==> src/lbbs_pkg.sv <==
// Shared types and constants for the LED/buzzer blink sequencer.
package lbbs_pkg;

    // Operation codes
    localparam logic OP_TICK = 1'b0;
    localparam logic OP_SET  = 1'b1;

    // Channel numbers
    localparam logic [2:0] CH_BUZ   = 3'd0;
    localparam logic [2:0] CH_RED   = 3'd1;
    localparam logic [2:0] CH_GREEN = 3'd2;
    localparam logic [2:0] CH_WHITE = 3'd3;
    localparam logic [2:0] CH_COOL1 = 3'd4;
    localparam logic [2:0] CH_COOL2 = 3'd5;

    // Mode codes
    localparam logic [2:0] MODE_OFF     = 3'd0;
    localparam logic [2:0] MODE_ON      = 3'd1;
    localparam logic [2:0] MODE_SHORT   = 3'd2;
    localparam logic [2:0] MODE_LONG    = 3'd3;
    localparam logic [2:0] MODE_MEANDER = 3'd4;

    // Output pattern bit positions
    localparam int BIT_COOL1 = 0;
    localparam int BIT_COOL2 = 1;
    localparam int BIT_BUZ   = 2;
    localparam int BIT_RED   = 3;
    localparam int BIT_GREEN = 6;
    localparam int BIT_WHITE = 7;

    // Configuration register indexes
    localparam logic [1:0] REG_SOUND_ENABLE  = 2'd0;
    localparam logic [1:0] REG_SHORT_TICKS   = 2'd1;
    localparam logic [1:0] REG_LONG_TICKS    = 2'd2;
    localparam logic [1:0] REG_MEANDER_TICKS = 2'd3;

    // Configuration reset values
    localparam logic       RST_SOUND_ENABLE  = 1'b1;
    localparam logic [7:0] RST_SHORT_TICKS   = 8'd5;
    localparam logic [7:0] RST_LONG_TICKS    = 8'd25;
    localparam logic [7:0] RST_MEANDER_TICKS = 8'd10;

    typedef struct packed {
        logic       operation;
        logic [2:0] channel;
        logic [2:0] mode_code;
    } t_in;

    typedef struct packed {
        logic [7:0] pattern;
        logic       shifted;
    } t_out;

    typedef struct packed {
        logic       sound_enable;
        logic [7:0] short_ticks;
        logic [7:0] long_ticks;
        logic [7:0] meander_ticks;
    } t_cfg;

endpackage

==> src/led_buzzer_blink_sequencer.sv <==
// Top level of the LED/buzzer blink sequencer: input register, channels, result register.
//
// Usage:
//   Input channel (i_valid/o_ready, i_data): each transaction is either a tick of the
//   blink clock or a mode set for one channel (buzzer, three lamps, two cooling bits).
//   Output channel (o_valid/i_ready, o_data): exactly one result per input transaction,
//   the 8-bit output pattern and a flag telling whether the pattern was strobed out.
//   Configuration channel (i_cfg_valid/o_cfg_ready, i_cfg_index, i_cfg_data): writes
//   sound_enable, short_ticks, long_ticks, meander_ticks; always ready. Write only
//   while no transaction is in flight.
// Timing:
//   The item is captured in the input register, then one pass of combinational channel
//   logic loads the result register, which drives o_valid. Throughput is one item per
//   cycle while the receiver takes results; the channel state is updated in the same
//   cycle the result register loads, so each item sees the state left by the one before.
// Reset (synchronous, active low) turns every channel off, clears timers and pattern,
// and loads the configuration defaults. When the receiver stalls, the result is held,
// one more item waits in the input register, and then o_ready drops.
module led_buzzer_blink_sequencer #(
    parameter int TIMER_WIDTH = 8
) (
    input  logic           i_clk,
    input  logic           i_rst_n,
    input  logic           i_valid,
    output logic           o_ready,
    input  lbbs_pkg::t_in  i_data,
    output logic           o_valid,
    input  logic           i_ready,
    output lbbs_pkg::t_out o_data,
    input  logic           i_cfg_valid,
    output logic           o_cfg_ready,
    input  logic [1:0]     i_cfg_index,
    input  logic [7:0]     i_cfg_data
);

    lbbs_pkg::t_cfg cfg;
    lbbs_pkg::t_in  r_in;
    logic           r_in_valid;
    logic           r_out_valid;
    logic [7:0]     r_out_bits, n_out_bits;
    logic           r_shifted,  n_shifted;
    logic           advance;
    logic           is_tick;
    logic [2:0]     mode;
    logic [3:0]     ch_write;
    logic [3:0]     on_next;

    lbbs_cfg u_cfg (
        .i_clk       (i_clk),
        .i_rst_n     (i_rst_n),
        .i_cfg_valid (i_cfg_valid),
        .o_cfg_ready (o_cfg_ready),
        .i_cfg_index (i_cfg_index),
        .i_cfg_data  (i_cfg_data),
        .o_cfg       (cfg)
    );

    // Handshake: input register moves on when the result register is free or drained
    assign advance = r_in_valid && (!r_out_valid || i_ready);
    assign o_ready = !r_in_valid || advance;

    always_ff @(posedge i_clk) begin
        if (!i_rst_n) begin
            r_in_valid <= 1'b0;
        end else if (o_ready) begin
            r_in_valid <= i_valid;
        end
    end

    always_ff @(posedge i_clk) begin
        if (o_ready && i_valid) begin
            r_in <= i_data;
        end
    end

    // Decode of the held item
    assign is_tick = (r_in.operation == lbbs_pkg::OP_TICK);
    assign mode    = (r_in.mode_code > lbbs_pkg::MODE_MEANDER) ? lbbs_pkg::MODE_OFF
                                                             : r_in.mode_code;
    assign ch_write[0] = !is_tick && (r_in.channel == lbbs_pkg::CH_BUZ);
    assign ch_write[1] = !is_tick && (r_in.channel == lbbs_pkg::CH_RED);
    assign ch_write[2] = !is_tick && (r_in.channel == lbbs_pkg::CH_GREEN);
    assign ch_write[3] = !is_tick && (r_in.channel == lbbs_pkg::CH_WHITE);

    // Buzzer and three lamps
    genvar g;
    generate
        for (g = 0; g < 4; g++) begin : g_chan
            lbbs_chan #(
                .TIMER_WIDTH (TIMER_WIDTH),
                .IS_BUZ      (g == 0)
            ) u_chan (
                .i_clk     (i_clk),
                .i_rst_n   (i_rst_n),
                .i_advance (advance),
                .i_tick    (is_tick),
                .i_write   (ch_write[g]),
                .i_mode    (mode),
                .i_cfg     (cfg),
                .o_on_next (on_next[g])
            );
        end
    endgenerate

    // Pattern update and strobe flag
    always_comb begin
        n_out_bits = r_out_bits;
        n_shifted  = 1'b0;
        if (is_tick) begin
            if (cfg.sound_enable) begin
                n_out_bits[lbbs_pkg::BIT_BUZ] = on_next[0];
            end
            n_out_bits[lbbs_pkg::BIT_RED]   = on_next[1];
            n_out_bits[lbbs_pkg::BIT_GREEN] = on_next[2];
            n_out_bits[lbbs_pkg::BIT_WHITE] = on_next[3];
            n_shifted = 1'b1;
        end else begin
            case (r_in.channel)
                lbbs_pkg::CH_BUZ: begin
                    if (cfg.sound_enable) begin
                        n_out_bits[lbbs_pkg::BIT_BUZ] = on_next[0];
                        n_shifted = 1'b1;
                    end
                end
                lbbs_pkg::CH_RED: begin
                    n_out_bits[lbbs_pkg::BIT_RED] = on_next[1];
                    n_shifted = 1'b1;
                end
                lbbs_pkg::CH_GREEN: begin
                    n_out_bits[lbbs_pkg::BIT_GREEN] = on_next[2];
                    n_shifted = 1'b1;
                end
                lbbs_pkg::CH_WHITE: begin
                    n_out_bits[lbbs_pkg::BIT_WHITE] = on_next[3];
                    n_shifted = 1'b1;
                end
                lbbs_pkg::CH_COOL1: begin
                    n_out_bits[lbbs_pkg::BIT_COOL1] = (mode != lbbs_pkg::MODE_OFF);
                    n_shifted = 1'b1;
                end
                lbbs_pkg::CH_COOL2: begin
                    n_out_bits[lbbs_pkg::BIT_COOL2] = (mode != lbbs_pkg::MODE_OFF);
                    n_shifted = 1'b1;
                end
                default: ;
            endcase
        end
    end

    // Result register; the pattern doubles as the live output state
    always_ff @(posedge i_clk) begin
        if (!i_rst_n) begin
            r_out_valid <= 1'b0;
            r_out_bits  <= '0;
        end else begin
            if (advance) begin
                r_out_valid <= 1'b1;
                r_out_bits  <= n_out_bits;
            end else if (i_ready) begin
                r_out_valid <= 1'b0;
            end
        end
    end

    always_ff @(posedge i_clk) begin
        if (advance) begin
            r_shifted <= n_shifted;
        end
    end

    assign o_valid        = r_out_valid;
    assign o_data.pattern = r_out_bits;
    assign o_data.shifted = r_shifted;

    // Unused pattern bits never set
    a_unused_bits: assert property (@(posedge i_clk) disable iff (!i_rst_n)
        r_out_bits[5:4] == 2'b00)
        else $error("pattern bits 4 and 5 set");

    // A tick always strobes the pattern
    a_tick_strobes: assert property (@(posedge i_clk) disable iff (!i_rst_n)
        (advance && is_tick) |=> (r_shifted && r_out_valid))
        else $error("tick result not strobed");

    // Buzzer bit frozen while sound is disabled
    a_buz_hold: assert property (@(posedge i_clk) disable iff (!i_rst_n)
        (advance && !cfg.sound_enable) |=> $stable(r_out_bits[lbbs_pkg::BIT_BUZ]))
        else $error("buzzer bit changed with sound disabled");

    // Both stages full and stalled: no new item taken
    a_full_stall: assert property (@(posedge i_clk) disable iff (!i_rst_n)
        (r_in_valid && r_out_valid && !i_ready) |-> !o_ready)
        else $error("input accepted while pipeline full");

    // Unchanged pattern when the result register does not load
    a_bits_hold: assert property (@(posedge i_clk) disable iff (!i_rst_n)
        !advance |=> $stable(r_out_bits))
        else $error("pattern changed without a transaction");

endmodule

==> src/lbbs_cfg.sv <==
// Configuration register bank of the blink sequencer.
module lbbs_cfg (
    input  logic              i_clk,
    input  logic              i_rst_n,
    input  logic              i_cfg_valid,
    output logic              o_cfg_ready,
    input  logic [1:0]        i_cfg_index,
    input  logic [7:0]        i_cfg_data,
    output lbbs_pkg::t_cfg    o_cfg
);

    lbbs_pkg::t_cfg r_cfg;

    // Writes are always taken
    assign o_cfg_ready = 1'b1;

    always_ff @(posedge i_clk) begin
        if (!i_rst_n) begin
            r_cfg.sound_enable  <= lbbs_pkg::RST_SOUND_ENABLE;
            r_cfg.short_ticks   <= lbbs_pkg::RST_SHORT_TICKS;
            r_cfg.long_ticks    <= lbbs_pkg::RST_LONG_TICKS;
            r_cfg.meander_ticks <= lbbs_pkg::RST_MEANDER_TICKS;
        end else if (i_cfg_valid) begin
            case (i_cfg_index)
                lbbs_pkg::REG_SOUND_ENABLE:  r_cfg.sound_enable  <= i_cfg_data[0];
                lbbs_pkg::REG_SHORT_TICKS:   r_cfg.short_ticks   <= i_cfg_data;
                lbbs_pkg::REG_LONG_TICKS:    r_cfg.long_ticks    <= i_cfg_data;
                lbbs_pkg::REG_MEANDER_TICKS: r_cfg.meander_ticks <= i_cfg_data;
                default: ;
            endcase
        end
    end

    assign o_cfg = r_cfg;

endmodule

==> src/lbbs_chan.sv <==
// One timed channel (buzzer or lamp): mode, phase timer and on state.
module lbbs_chan #(
    parameter int TIMER_WIDTH = 8,
    parameter bit IS_BUZ      = 1'b0
) (
    input  logic           i_clk,
    input  logic           i_rst_n,
    input  logic           i_advance,
    input  logic           i_tick,
    input  logic           i_write,
    input  logic [2:0]     i_mode,
    input  lbbs_pkg::t_cfg i_cfg,
    output logic           o_on_next
);

    logic [2:0]             r_mode,  n_mode;
    logic [TIMER_WIDTH-1:0] r_timer, n_timer;
    logic                   r_on,    n_on;
    logic [TIMER_WIDTH-1:0] timer_dec;
    logic [TIMER_WIDTH-1:0] ld_short, ld_long, ld_meander;

    // Phase lengths cut or widened to the timer width
    assign ld_short   = TIMER_WIDTH'(i_cfg.short_ticks);
    assign ld_long    = TIMER_WIDTH'(i_cfg.long_ticks);
    assign ld_meander = TIMER_WIDTH'(i_cfg.meander_ticks);
    assign timer_dec  = r_timer - TIMER_WIDTH'(1);

    // Next state for a tick or a mode write
    always_comb begin
        n_mode  = r_mode;
        n_timer = r_timer;
        n_on    = r_on;
        if (i_tick) begin
            case (r_mode)
                lbbs_pkg::MODE_SHORT, lbbs_pkg::MODE_LONG: begin
                    if (IS_BUZ) begin
                        // one-shot beep
                        n_on = 1'b0;
                        if (r_timer != '0) begin
                            n_timer = timer_dec;
                            if (timer_dec != '0) begin
                                n_on = 1'b1;
                            end else begin
                                n_mode = lbbs_pkg::MODE_OFF;
                            end
                        end
                    end else if (r_timer != '0) begin
                        n_timer = timer_dec;
                        if (timer_dec == '0) begin
                            if (r_on) begin
                                n_on    = 1'b0;
                                n_timer = (r_mode == lbbs_pkg::MODE_SHORT) ? ld_long : ld_short;
                            end else begin
                                n_on    = 1'b1;
                                n_timer = (r_mode == lbbs_pkg::MODE_SHORT) ? ld_short : ld_long;
                            end
                        end
                    end
                end
                lbbs_pkg::MODE_MEANDER: begin
                    if (r_timer != '0) begin
                        n_timer = timer_dec;
                        if (timer_dec == '0) begin
                            n_on    = !r_on;
                            n_timer = ld_meander;
                        end
                    end
                end
                lbbs_pkg::MODE_ON: begin
                    // steady on for lamps, silent for the buzzer
                    if (IS_BUZ) begin
                        n_on   = 1'b0;
                        n_mode = lbbs_pkg::MODE_OFF;
                    end else begin
                        n_on = 1'b1;
                    end
                end
                default: begin
                    n_on   = 1'b0;
                    n_mode = lbbs_pkg::MODE_OFF;
                end
            endcase
        end else if (i_write) begin
            n_mode = i_mode;
            case (i_mode)
                lbbs_pkg::MODE_SHORT: begin
                    n_on    = 1'b1;
                    n_timer = ld_short;
                end
                lbbs_pkg::MODE_LONG: begin
                    n_on    = 1'b1;
                    n_timer = ld_long;
                end
                lbbs_pkg::MODE_MEANDER: begin
                    n_on    = 1'b1;
                    n_timer = ld_meander;
                end
                lbbs_pkg::MODE_ON: begin
                    // lamp keeps its timer; buzzer clears it and stays silent
                    n_on = !IS_BUZ;
                    if (IS_BUZ) begin
                        n_timer = '0;
                    end
                end
                default: begin
                    n_on = 1'b0;
                    if (IS_BUZ) begin
                        n_timer = '0;
                    end
                end
            endcase
        end
    end

    // State registers
    always_ff @(posedge i_clk) begin
        if (!i_rst_n) begin
            r_mode  <= lbbs_pkg::MODE_OFF;
            r_timer <= '0;
            r_on    <= 1'b0;
        end else if (i_advance) begin
            r_mode  <= n_mode;
            r_timer <= n_timer;
            r_on    <= n_on;
        end
    end

    assign o_on_next = n_on;

endmodule

==> config.mk <==
export PLATFORM = sky130hd
export DESIGN_NAME = led_buzzer_blink_sequencer
export DESIGN_NICKNAME = d
export VERILOG_FILES = /design/src/lbbs_pkg.sv /design/src/led_buzzer_blink_sequencer.sv /design/src/lbbs_cfg.sv /design/src/lbbs_chan.sv
export SDC_FILE = /design/constraint.sdc
export NUM_CORES = 1
export LEC_CHECK = 0
export ABC_CLOCK_PERIOD_IN_PS = 7500
export BUFFER_PORTS_ARGS = -buffer_cell sky130_fd_sc_hd__buf_4
export CAP_MARGIN = 10
export CELL_PAD_IN_SITES_DETAIL_PLACEMENT = 0
export CELL_PAD_IN_SITES_GLOBAL_PLACEMENT = 1
export CORE_MARGIN = 2
export CORE_UTILIZATION = 51
export CTS_CLUSTER_SIZE = 14
export DETAILED_ROUTE_END_ITERATION = 16
export GPL_ROUTABILITY_DRIVEN = 1
export HOLD_SLACK_MARGIN = 0.03
export PLACE_DENSITY = 0.95
export SLEW_MARGIN = 20
export SYNTH_ARGS = -nofsm -noshare
export SYNTH_HDL_FRONTEND = slang
export SYNTH_HIERARCHICAL = 1
export SYNTH_SLANG_ARGS = --single-unit
==> constraint.sdc <==
create_clock -name i_clk -period 7.5 [get_ports i_clk]
set_clock_uncertainty 0.15 [all_clocks]
set_input_delay 0.75 -clock i_clk [delete_from_list [all_inputs] [get_ports i_clk]]
set_output_delay 0.75 -clock i_clk [all_outputs]
set_load 0.05 [all_outputs]
==> metrics <==
Most used DFF post-synth dfxtp_1; Hold Path Sink r_out_bits[3]; wire length per cell 18.1 µm; CP max FO 49; Cell Int Power 0.830 mW; commonest non-fill, non-tap cell in the layout nand2_1; reg2reg end g_chan[3].u_chan/r_timer[0]; Tcrit/Tclk final 45.9%; total power draw 1.18 mW; Cells on Worst Hold Path 2; DRC viols 0; Starting Density 52.0%; Pwr Density 161 nW/µm²; Filler cells 1240; clock sinks 89; RSZ-0062 raised after global routing false; Antenna diodes 0; nets@finish 878; fmax 0.290 GHz; dpl hpwl 12500 µm; Die Width 120 µm; Seq pwr share 44.6%; switch share 29.7%; vias in the first global route 5692; H-tree levels 3; Seq/Total Area, Yosys 27.1%; Pre-antenna DRT Iters 5; Critical Path RT 7600 ps; post-synthesis cell area 6860 µm²; Area Overhead vs Synth 7.20%; mean post-synth cell area 8.11 µm²; row count 42; Worst-Margin Slew 1010 ps; fin crit period 3440 ps; DP Area 7060 µm²; initial antenna violation count 0; number of distinct library cells after synthesis 79; CP startpoint kind register; final hold violation count 0; critical-path cell list inv_2 -> buf_4 -> nor2_1 -> and3_2 -> o21ai_1 -> o31a_1 -> o221ai_1 -> o211a_1; clock share of power 39.0%; cell count after placement 1009; Gate Count Post-Synth 846; Clock Pin Slew Worst Setup and Hold Paths 70 ps; Final Max Slew Viols 0; first-pass GRT wire length 30100 µm; clock latency on the worst-skew pair 360 ps; Ys Warns 6; drt via density 6.22; combinational power share 16.4%; Port Buffers 30; Setup TNS 0 ps; remaining antenna violation count after routing 0; CTS tree done; initial drt markers 618; Switching Power 0.352 mW; largest net degree at the start of global routing 97; total grt overflow 0; Seq cells post-synth 89; VDD IR max 0.0878 mV; Die ar. 14400 µm²; CP Class reg2reg; Worst Path Arrival 3550 ps; routability cong. 0.883; Lkg Pwr 2.89 nW; hold_buf cts 0; core area 13200 µm²; FFs w/ async S/R, synth 0%; Max-Cap Viols 0; postcts setup bufs 0; post-route insts no fill 1025; share of cells above drive strength 1 10.1%; buffers from clock root to sink, at most 2; final setup vio count 0; FF-to-FF path depth 8; worst min-delay path category reg2reg; Die Y 120 µm; Final Util 55.8%; Vias 6376; reg-to-reg slack, setup 4060 ps; post-CTS sizing 0; status finished clean; Hold Crit Start r_out_bits[3]; Post-synth EDFFs 8; CP bufs+invs 2; max_slew headroom 32.3%; critical path's top delay family buffers and inverters; Slowest cell on crit path inv_2; FF-to-FF Start r_in[6]; root buf cell clkbuf_16; # IOs 34; final wirelength 18500 µm; most frequent cells in the layout 111 x nand2_1, 81 x dfxtp_1, 58 x nor2_1, 56 x a21oi_1, 52 x mux2i_1; crit end category register; final instance area 7360 µm²; GRT Util Overall 26.1%; CP peak stage delay 660 ps; Worst Setup SP r_in[6]; total CTS buffers 9
==> cells in the mapped netlist, types with 10 or more instances <==
master    instances  area, µm²
a21o_1           11       82.6
nand3_1          30        150
nor2_1           58        218
a22oi_1          14        105
clkbuf_1         26       97.6
inv_1            21       78.8
nor3_1           12       60.1
ha_1             12        150
dfxtp_1          81       1620
nor2b_1          29        181
o211ai_1         33        248
mux2i_1          52        521
xor2_1           13        114
nand2b_1         12       75.1
nand2_1         111        417
a221oi_1         21        184
and2_1           10       62.6
a31oi_1          12       75.1
o21ai_0          24        120
a21oi_1          56        280
buf_6            11        124
nor3b_1          10       75.1
xnor2_1          18        158
==> registers in the layout, indices dropped and copies added (netlist names) <==
register / cells
g_chan.u_chan/r_mode: 12
r_in_valid: 1
o_valid: 1
g_chan.u_chan/r_timer: 32
r_in: 7
u_cfg/o_cfg: 25
g_chan.u_chan/r_on: 4
r_out_bits: 6
r_shifted: 1
==> power by group through the flow <==
stage | registers (mW) | clock network (mW) | logic [mW]
floorplan | 0.525 | 0 | 0.154
CTS | 0.526 | 0.465 | 0.192
global route | 0.529 | 0.483 | 0.213
finish | 0.527 | 0.461 | 0.194
global placement | 0.536 | 0 | 0.190
detailed placement | 0.537 | 0 | 0.191
==> final cells by class <==
cell class | instances | area (µm²) | area share, %
well taps | 176 | 220 | 2.99
clock inverters | 7 | 71.3 | 0.969
repair buffers | 36 | 270 | 3.67
multi-input cells | 687 | 4630 | 62.9
clock buffers | 9 | 225 | 3.06
flip-flops and latches | 89 | 1860 | 25.3
inverters | 21 | 78.8 | 1.07
==> metrics by stage <==
step	hold WS [ps]	setup WS, ps
after floorplan	321	4970
after global placement	302	4200
after detailed placement	304	4130
after CTS	313	4110
after global routing	346	3880
final	310	4060
==> kinds of logic (layout without fill, tap and decap cells) <==
logic type	after synthesis	after routing	share of synthesized area [%]
AND/OR/NAND/NOR	331	331	25.6
adder cells (fa/ha/maj)	12	12	2.19
other	2	3	0.109
buffers and inverters	71	73	5.51
multiplexers	52	52	7.58
flip-flops	89	89	27.1
XOR/XNOR	34	34	4.67
AO/OA/AOI/OAI	255	255	27.2
==> worst max-delay path by stage <==
stage / end / slack (ps) / depth (start not counted)
final: g_chan[3].u_chan/r_timer[0] / 4060 / 8
after detailed placement: g_chan[3].u_chan/r_timer[0] / 4130 / 8
after floorplan: g_chan[1].u_chan/r_timer[6] / 4970 / 10
after global routing: g_chan[3].u_chan/r_timer[0] / 3880 / 8
after global placement: g_chan[3].u_chan/r_timer[0] / 4200 / 8
after CTS: g_chan[3].u_chan/r_timer[0] / 4110 / 8
==> metal layers <==
layer / wire length [µm] / track usage (%) / up-vias
met5: 0 / 0 / -
met4: 570 / 12.7 / 0
met3: 1030 / 2.71 / 35
met2: 8230 / 38.7 / 222
met1: 8700 / 37.5 / 2983
li1: - / - / 3136
==> tightest hold or removal path: stages, from the launching register on <==
cell	delay [ps]
dfxtp_1	310
nand2_1	50
mux2i_1	50
(Power assumes the default switching activity.)
